**config.mk**
```make
export PLATFORM = sky130hd
export DESIGN_NAME = vision_target_hold_and_smooth
export DESIGN_NICKNAME = d
export VERILOG_FILES = /design/src/rtl/vths_pkg.sv /design/src/rtl/vths_hold.sv /design/src/rtl/vths_axis.sv /design/src/rtl/vision_target_hold_and_smooth.sv
export VERILOG_INCLUDE_DIRS = /design/src /design/src/rtl
export SDC_FILE = /design/constraint.sdc
export NUM_CORES = 2
export LEC_CHECK = 0
export BUFFER_PORTS_ARGS = -buffer_cell sky130_fd_sc_hd__buf_2
export CAP_MARGIN = 40
export CORE_MARGIN = 5
export CORE_UTILIZATION = 50
export DETAILED_ROUTE_END_ITERATION = 6
export GPL_ROUTABILITY_DRIVEN = 0
export PLACE_DENSITY = 0.71
export SLEW_MARGIN = 20
export SYNTH_ARGS = -nofsm -noshare
export SYNTH_HDL_FRONTEND = slang
export SYNTH_SLANG_ARGS = --single-unit
```
**constraint.sdc**
```tcl
create_clock -name clk -period 13.21 [get_ports clk]
set_input_delay 1.321 -clock clk [delete_from_list [all_inputs] [get_ports clk]]
set_output_delay 1.321 -clock clk [all_outputs]
set_load 0.02 [all_outputs]
```
**src/rtl/vision_target_hold_and_smooth_defines.svh**
```systemverilog
// Assertion macros for the vision target hold and smooth block
`ifndef VISION_TARGET_HOLD_AND_SMOOTH_DEFINES_SVH
`define VISION_TARGET_HOLD_AND_SMOOTH_DEFINES_SVH

// same-cycle implication, checked outside reset
`define VTHS_ASSERT_NOW(label, clk, rst, ante, cons, msg) \
  label: assert property (@(posedge clk) disable iff (rst) (ante) |-> (cons)) \
    else $error(msg);

// next-cycle implication, checked outside reset
`define VTHS_ASSERT_NEXT(label, clk, rst, ante, cons, msg) \
  label: assert property (@(posedge clk) disable iff (rst) (ante) |=> (cons)) \
    else $error(msg);

`endif

```
**src/rtl/vths_pkg.sv**
```systemverilog
// Shared types and constants for the vision target hold and smooth block
`timescale 1ns / 1ps

package vths_pkg;

  localparam int unsigned ANGLE_W = 32;
  localparam int unsigned TICK_W  = 32;
  localparam int unsigned ALPHA_W = 17;
  localparam int unsigned CFG_W   = 32;

  localparam logic [ALPHA_W-1:0] ALPHA_ONE = 17'h10000;

  localparam logic CFG_TIMEOUT = 1'b0;
  localparam logic CFG_ALPHA   = 1'b1;

  typedef struct packed {
    logic [TICK_W-1:0]         sys_tick;
    logic                      link_online;
    logic [TICK_W-1:0]         frame_seq;
    logic                      frame_target_valid;
    logic signed [ANGLE_W-1:0] frame_pitch;
    logic signed [ANGLE_W-1:0] frame_yaw;
  } vths_in_t;

  typedef struct packed {
    logic                      target_lock;
    logic signed [ANGLE_W-1:0] smoothed_pitch;
    logic signed [ANGLE_W-1:0] smoothed_yaw;
  } vths_out_t;

  typedef struct packed {
    logic                      avail;
    logic signed [ANGLE_W-1:0] held_pitch;
    logic signed [ANGLE_W-1:0] held_yaw;
  } vths_hold_t;

endpackage

```
**src/rtl/vths_hold.sv**
```systemverilog
// Frame latch and target age check
`timescale 1ns / 1ps

module vths_hold import vths_pkg::*; (
  input  logic              clk,
  input  logic              rst,
  input  logic              fire,
  input  vths_in_t          word,
  input  logic [TICK_W-1:0] timeout_ticks,
  output vths_hold_t        status
);

  logic [TICK_W-1:0]         seen_seq;
  logic [TICK_W-1:0]         valid_stamp;
  logic signed [ANGLE_W-1:0] held_pitch;
  logic signed [ANGLE_W-1:0] held_yaw;
  logic                      have_target;

  logic                      latch;
  logic [TICK_W-1:0]         stamp_next;
  logic signed [ANGLE_W-1:0] held_pitch_next;
  logic signed [ANGLE_W-1:0] held_yaw_next;
  logic                      have_target_next;
  logic [TICK_W-1:0]         age;

  assign latch            = (word.frame_seq != seen_seq) && word.frame_target_valid;
  assign stamp_next       = latch ? word.sys_tick : valid_stamp;
  assign held_pitch_next  = latch ? word.frame_pitch : held_pitch;
  assign held_yaw_next    = latch ? word.frame_yaw : held_yaw;
  assign have_target_next = have_target || latch;
  assign age              = word.sys_tick - stamp_next;

  always_comb begin
    status.avail      = have_target_next && word.link_online && (age <= timeout_ticks);
    status.held_pitch = held_pitch_next;
    status.held_yaw   = held_yaw_next;
  end

  always_ff @(posedge clk) begin
    if (rst) begin
      seen_seq    <= '0;
      valid_stamp <= '0;
      held_pitch  <= '0;
      held_yaw    <= '0;
      have_target <= 1'b0;
    end else if (fire) begin
      seen_seq    <= word.frame_seq;
      valid_stamp <= stamp_next;
      held_pitch  <= held_pitch_next;
      held_yaw    <= held_yaw_next;
      have_target <= have_target_next;
    end
  end

endmodule

```
**src/rtl/vths_axis.sv**
```systemverilog
// One axis of the first-order low pass filter
`timescale 1ns / 1ps

module vths_axis import vths_pkg::*; (
  input  logic                      clk,
  input  logic                      rst,
  input  logic                      fire,
  input  logic                      avail,
  input  logic                      tracking,
  input  logic signed [ANGLE_W-1:0] held,
  input  logic [ALPHA_W-1:0]        alpha,
  output logic signed [ANGLE_W-1:0] filt_next
);

  localparam int unsigned DIFF_W = ANGLE_W + 1;
  localparam int unsigned PROD_W = DIFF_W + ALPHA_W + 1;

  logic signed [ANGLE_W-1:0] filt;
  logic signed [DIFF_W-1:0]  diff;
  logic signed [PROD_W-1:0]  prod;
  logic signed [PROD_W-1:0]  step;
  logic signed [PROD_W-1:0]  sum;

  assign diff = DIFF_W'(held) - DIFF_W'(filt);
  assign prod = PROD_W'($signed({1'b0, alpha})) * PROD_W'(diff);
  assign step = prod >>> 16;
  assign sum  = PROD_W'(filt) + step;

  always_comb begin
    priority if (!avail) begin
      filt_next = filt;
    end else if (!tracking) begin
      filt_next = held;
    end else begin
      filt_next = sum[ANGLE_W-1:0];
    end
  end

  always_ff @(posedge clk) begin
    if (rst) begin
      filt <= '0;
    end else if (fire) begin
      filt <= filt_next;
    end
  end

endmodule

```
**src/rtl/vision_target_hold_and_smooth.sv**
```systemverilog
// Top level: hold the latest vision target and smooth its angles
//
//  port group   dir   handshake              word
//  in_*         in    in_valid / in_ready    vths_in_t
//  out_*        out   out_valid / out_ready  vths_out_t
//  cfg_*        in    cfg_we                 index, 32-bit data
//
// One word is taken per cycle while in_ready is high; its result passes through the input register
// and then the result register around the filter multiply.
// Synchronous reset clears the held target, filter state and both stages;
// alpha returns to pass-through and the timeout to zero.
// A stalled result holds in the result register while one more word waits
// in the input register; only then does in_ready fall.
`timescale 1ns / 1ps
`include "vision_target_hold_and_smooth_defines.svh"

module vision_target_hold_and_smooth import vths_pkg::*; (
  input  logic             clk,
  input  logic             rst,
  input  logic             in_valid,
  output logic             in_ready,
  input  vths_in_t         in_word,
  output logic             out_valid,
  input  logic             out_ready,
  output vths_out_t        out_word,
  input  logic             cfg_we,
  input  logic             cfg_index,
  input  logic [CFG_W-1:0] cfg_data
);

  logic [TICK_W-1:0]  timeout_ticks;
  logic [ALPHA_W-1:0] smoothing_alpha;
  logic [ALPHA_W-1:0] alpha_sat;

  logic      in_full;
  vths_in_t  in_q;
  logic      fire;
  logic      tracking;
  vths_hold_t status;
  logic signed [ANGLE_W-1:0] pitch_next;
  logic signed [ANGLE_W-1:0] yaw_next;

  assign fire      = in_full && (!out_valid || out_ready);
  assign in_ready  = !in_full || fire;
  assign alpha_sat = (smoothing_alpha > ALPHA_ONE) ? ALPHA_ONE : smoothing_alpha;

  // configuration
  always_ff @(posedge clk) begin
    if (rst) begin
      timeout_ticks   <= '0;
      smoothing_alpha <= ALPHA_ONE;
    end else if (cfg_we) begin
      unique case (cfg_index)
        CFG_TIMEOUT: timeout_ticks   <= cfg_data[TICK_W-1:0];
        CFG_ALPHA:   smoothing_alpha <= cfg_data[ALPHA_W-1:0];
        default:     ;
      endcase
    end
  end

  // input stage
  always_ff @(posedge clk) begin
    if (rst) begin
      in_full <= 1'b0;
    end else if (in_valid && in_ready) begin
      in_full <= 1'b1;
    end else if (fire) begin
      in_full <= 1'b0;
    end
  end

  always_ff @(posedge clk) begin
    if (in_valid && in_ready) begin
      in_q <= in_word;
    end
  end

  vths_hold u_hold (
    .clk           (clk),
    .rst           (rst),
    .fire          (fire),
    .word          (in_q),
    .timeout_ticks (timeout_ticks),
    .status        (status)
  );

  vths_axis u_pitch (
    .clk       (clk),
    .rst       (rst),
    .fire      (fire),
    .avail     (status.avail),
    .tracking  (tracking),
    .held      (status.held_pitch),
    .alpha     (alpha_sat),
    .filt_next (pitch_next)
  );

  vths_axis u_yaw (
    .clk       (clk),
    .rst       (rst),
    .fire      (fire),
    .avail     (status.avail),
    .tracking  (tracking),
    .held      (status.held_yaw),
    .alpha     (alpha_sat),
    .filt_next (yaw_next)
  );

  always_ff @(posedge clk) begin
    if (rst) begin
      tracking <= 1'b0;
    end else if (fire) begin
      tracking <= status.avail;
    end
  end

  // result stage
  always_ff @(posedge clk) begin
    if (rst) begin
      out_valid <= 1'b0;
    end else if (fire) begin
      out_valid <= 1'b1;
    end else if (out_ready) begin
      out_valid <= 1'b0;
    end
  end

  always_ff @(posedge clk) begin
    if (fire) begin
      out_word.target_lock    <= status.avail;
      out_word.smoothed_pitch <= pitch_next;
      out_word.smoothed_yaw   <= yaw_next;
    end
  end

  `VTHS_ASSERT_NOW(a_stall_only_full, clk, rst, !in_ready, in_full && out_valid && !out_ready, "input stalled without a full pipe")
  `VTHS_ASSERT_NEXT(a_fire_loads_out, clk, rst, fire, out_valid, "advanced word did not reach the result register")
  `VTHS_ASSERT_NEXT(a_track_follows, clk, rst, fire, tracking == out_word.target_lock, "tracking out of step with delivered availability")

endmodule

```
==> impl_results.html <==
<table>
<tr><th>Metric</th><th>Value</th></tr>
<tr><th colspan="2">Status</th></tr>
<tr><td>Run status</td><td>finished, final reports clean</td></tr>
<tr><th colspan="2">Timing</th></tr>
<tr><td>Slew margin rel.</td><td>0.4086</td></tr>
<tr><td>Worst setup skew after layout</td><td>0.02808 ns</td></tr>
<tr><td>Worst-Margin Slew</td><td>0.8853 ns</td></tr>
<tr><td>Hold Vio Cnt, Final</td><td>0</td></tr>
<tr><td>Final Cycle Share</td><td>0.9559</td></tr>
<tr><td>Crit path time final</td><td>12.63 ns</td></tr>
<tr><td>Highest clock frequency the design can meet</td><td>0.07920 GHz</td></tr>
<tr><td>Final-report setup violation count</td><td>0</td></tr>
<tr><td>Max-slew violations</td><td>0</td></tr>
<tr><th colspan="2">Critical path</th></tr>
<tr><td>Cell family with most CP delay</td><td>compound AO/OA/AOI/OAI gates</td></tr>
<tr><td>Worst setup SP type</td><td>register</td></tr>
<tr><td>Maximum fanout along the worst path</td><td>16</td></tr>
<tr><td>Critical path type</td><td>register to register</td></tr>
<tr><td>Data arrival time of the worst path</td><td>12.92 ns</td></tr>
<tr><td>Max stage delay on crit path</td><td>0.56 ns</td></tr>
<tr><td>Slowest cell on the critical path</td><td>fa_1</td></tr>
<tr><td>Kind of end point of the critical path</td><td>register</td></tr>
<tr><td>Required time of the critical path</td><td>13.50 ns</td></tr>
<tr><td>WP buf/inv</td><td>9</td></tr>
<tr><th colspan="2">Die</th></tr>
<tr><td>Number of rows created at floorplan</td><td>129</td></tr>
<tr><td>Core Box Area</td><td>0.1238 mm2</td></tr>
<tr><td>Die span in x</td><td>363.3 um</td></tr>
<tr><td>Die Y</td><td>363.3 um</td></tr>
<tr><td>Starting utilization of the core area</td><td>0.5041</td></tr>
<tr><td>Ports</td><td>235</td></tr>
<tr><td>Die footprint</td><td>0.1320 mm2</td></tr>
<tr><th colspan="2">Clocking</th></tr>
<tr><td>Number of hold-repair buffers added at the cts stage</td><td>0</td></tr>
<tr><td>Clock transition at path regs</td><td>0.06 ns</td></tr>
<tr><td>CTS tree</td><td>built</td></tr>
<tr><td>Clock sink count</td><td>440</td></tr>
<tr><td>Root Buffer Master</td><td>clkbuf_16</td></tr>
<tr><td>H-tree depth reported by CTS</td><td>2</td></tr>
<tr><td>Num CTS Buffers</td><td>39</td></tr>
<tr><td>Clk Latency, worst-skew pair</td><td>0.58 ns</td></tr>
<tr><td>Maximum number of buffers from clock root to sink</td><td>3</td></tr>
<tr><th colspan="2">Placed design</th></tr>
<tr><td>Post-detail-place hpwl</td><td>149.2 mm</td></tr>
<tr><td>Count of input and output buffers</td><td>234</td></tr>
<tr><th colspan="2">Finish</th></tr>
<tr><td>Area growth syn-to-layout</td><td>9.571%</td></tr>
<tr><td>Final core area utilization</td><td>0.5524</td></tr>
<tr><td>Share of cells above drive strength 1</td><td>0.09924</td></tr>
<tr><td>Number of nets in the final layout</td><td>9074</td></tr>
<tr><td>Filler cell count in the final layout</td><td>11010</td></tr>
<tr><th colspan="2">Synth</th></tr>
<tr><td>Synth Net Count</td><td>8825</td></tr>
<tr><td>Async SR Flop Fraction</td><td>0</td></tr>
<tr><td>Ys flop type</td><td>dfxtp_1</td></tr>
<tr><td>Number of synthesized flops with an enable pin</td><td>195</td></tr>
<tr><td>Instance count of the mapped netlist</td><td>7207</td></tr>
<tr><td>Number of distinct library cells after synthesis</td><td>100</td></tr>
<tr><td>Number of synthesis warnings</td><td>0</td></tr>
<tr><td>Post-synthesis instance area</td><td>0.06241 mm2</td></tr>
<tr><td>Number of storage elements in the synthesis netlist</td><td>440</td></tr>
<tr><td>Post-synthesis sequential area ratio</td><td>0.1724</td></tr>
<tr><td>Post-synthesis average cell area</td><td>8.660 um2</td></tr>
<tr><th colspan="2">Power and ir drop</th></tr>
<tr><td>Maximum resistive drop on vdd</td><td>0.1160 mV</td></tr>
<tr><td>Tot Pwr</td><td>0.007145 W</td></tr>
<tr><td>P per Cell Area</td><td>104.5 mW/mm2</td></tr>
<tr><td>Leakage component of the power</td><td>32.55 nW</td></tr>
<tr><th colspan="2">Route</th></tr>
<tr><td>Vias post-DR</td><td>50960</td></tr>
<tr><td>Number of DRC markers in iteration 0</td><td>4567</td></tr>
<tr><td>Average wire per standard cell</td><td>20.38 um</td></tr>
<tr><td>Total DRC errors in the routed layout</td><td>0</td></tr>
<tr><td>Detailed-routing iteration count for the pre-antenna-repair pass</td><td>7</td></tr>
<tr><td>Count of nets left with antenna violations after detail routing</td><td>0</td></tr>
<tr><td>Via-per-instance ratio</td><td>5.582</td></tr>
<tr><td>Final routed wirelength across all metal layers</td><td>186.1 mm</td></tr>
<tr><th colspan="2">GRT</th></tr>
<tr><td>GRT Total Usage</td><td>0.2826</td></tr>
<tr><td>Largest net degree at the start of global routing</td><td>103</td></tr>
<tr><td>Number of global-route vias before repair</td><td>53070</td></tr>
<tr><td>Global-route wire length before repair</td><td>293.8 mm</td></tr>
<tr><td>Total global routing overflow</td><td>0</td></tr>
<tr><td>Number of antenna violations at the first check in global routing</td><td>5</td></tr>
<tr><th colspan="2">Hold path</th></tr>
<tr><td>Type of the most critical hold path</td><td>register to register</td></tr>
<tr><th colspan="2">Run</th></tr>
<tr><td>Max-cap viol count</td><td>0</td></tr>
</table>
registers in the layout, indices dropped and copies added (netlist names):
name,flops
in_q,130
out_word,65
timeout_ticks,32
u_hold.held_pitch,32
u_hold.held_yaw,32
u_hold.seen_seq,32
u_hold.valid_stamp,32
u_pitch.filt,32
u_yaw.filt,32
smoothing_alpha,17
in_full,1
out_valid,1
tracking,1
u_hold.have_target,1
worst reg2reg max path: cells and delay by family, from the launching register on:
| kind | cells | cell delay, ns |
|---|---|---|
| fa+ha+maj | 9 | 4.19 |
| xor+xnor | 4 | 0.90 |
| simple gates | 4 | 0.80 |
| mux | 1 | 0.41 |
| compound gates | 21 | 4.41 |
| flops | 1 | 0.41 |
| buf+inv | 9 | 1.20 |
cells by family (layout without fill, tap and decap cells):
logic type | after synthesis | count (layout) | share of synthesized area
adders and majority gates | 1450 | 1450 | 0.4149
muxes | 111 | 111 | 0.01906
xor gates and xnor gates | 282 | 282 | 0.03991
other | 0 | 6 | 0
buffers and inverters | 1748 | 2028 | 0.1063
AOI/OAI and AO/OA | 1015 | 1015 | 0.1031
DFF | 440 | 440 | 0.1724
and+or+nand+nor | 2161 | 2161 | 0.1443
Yosys cell counts, types with 138 or more instances:
master | n | share of area
nand2_1 | 980 | 0.059
fa_1 | 1033 | 0.33
edfxtp_1 | 195 | 0.094
dfxtp_1 | 245 | 0.079
o21ai_0 | 138 | 0.011
clkbuf_1 | 268 | 0.016
nor2_1 | 788 | 0.047
inv_1 | 1432 | 0.086
a21oi_1 | 425 | 0.034
xnor2_1 | 164 | 0.023
ha_1 | 417 | 0.084
routing by layer:
layer / share of wire / vias up / GRT usage
met5: 0.00049 / - / 0.003922
met4: 0.038 / 8 / 0.09496
met3: 0.12 / 436 / 0.07540
met2: 0.45 / 2671 / 0.4516
met1: 0.39 / 24940 / 0.3759
li1: - / 22910 / -
worst paths after layout:
path,start,endpoint,slack (ns),cells after the start
min,u_hold.held_yaw[21],u_hold.held_yaw[21],0.45,2
max,in_q[80],out_word[62],0.58,48
min reg2reg,u_hold.held_yaw[21],u_hold.held_yaw[21],0.45,2
max reg2reg,in_q[80],out_word[62],0.58,48
stage by stage:
stage	setup slack [ns]	setup TNS, ns	std cells	cell area (um2)	hold WS [ns]
6_report	0.5831	0	9130	68390	0.4523
2_1_floorplan	1.087	0	7207	62410	0.4313
3_3_place_gp	-0.03490	-0.03490	9026	66520	0.4381
5_1_grt	-0.03075	-0.04372	9124	68370	0.4687
3_5_place_dp	-0.08340	-0.1409	9039	66700	0.4428
4_1_cts	0.01564	0	9111	68010	0.4533
where the power goes:
group	switching [W]	total [W]	internal, W
Clock	0.000530	0.00118	0.000649
Sequential	0.0000478	0.00155	0.00150
Combinational	0.00274	0.00442	0.00168
cells in the final DEF (no fill, tap or decap), drive strengths merged, types with 61 or more instances in the layout:
cell	instances
a211oi	73
a21o	116
a21oi	426
buf	519
clkbuf	61
dfxtp	245
edfxtp	195
fa	1033
ha	417
inv	1436
mux2	63
nand2	980
nor2	789
nor3	70
o21ai	151
xnor2	165
xor2	116
cell type report:
class / instances / area [um2] / area share
well taps: 1637 / 2048 / 0.02995
multi-input cells: 5019 / 45290 / 0.6622
diodes: 6 / 15.01 / 0.0002196
flip-flops and latches: 440 / 10760 / 0.1574
clock buffers: 57 / 1107 / 0.01619
inverters: 1433 / 5381 / 0.07869
clock inverters: 15 / 177.7 / 0.002598
repair buffers: 523 / 3606 / 0.05273
what timing repair did:
| item | in CTS | in global routing |
|---|---|---|
| gates cloned | 0 | 1 |
| endpoints found under the setup margin | 6 | 37 |
| setup buffers | 0 | 5 |
| pin swaps | 0 | 11 |
| gates resized for setup | 3 | 42 |
Power figures use the tool's default switching activity.
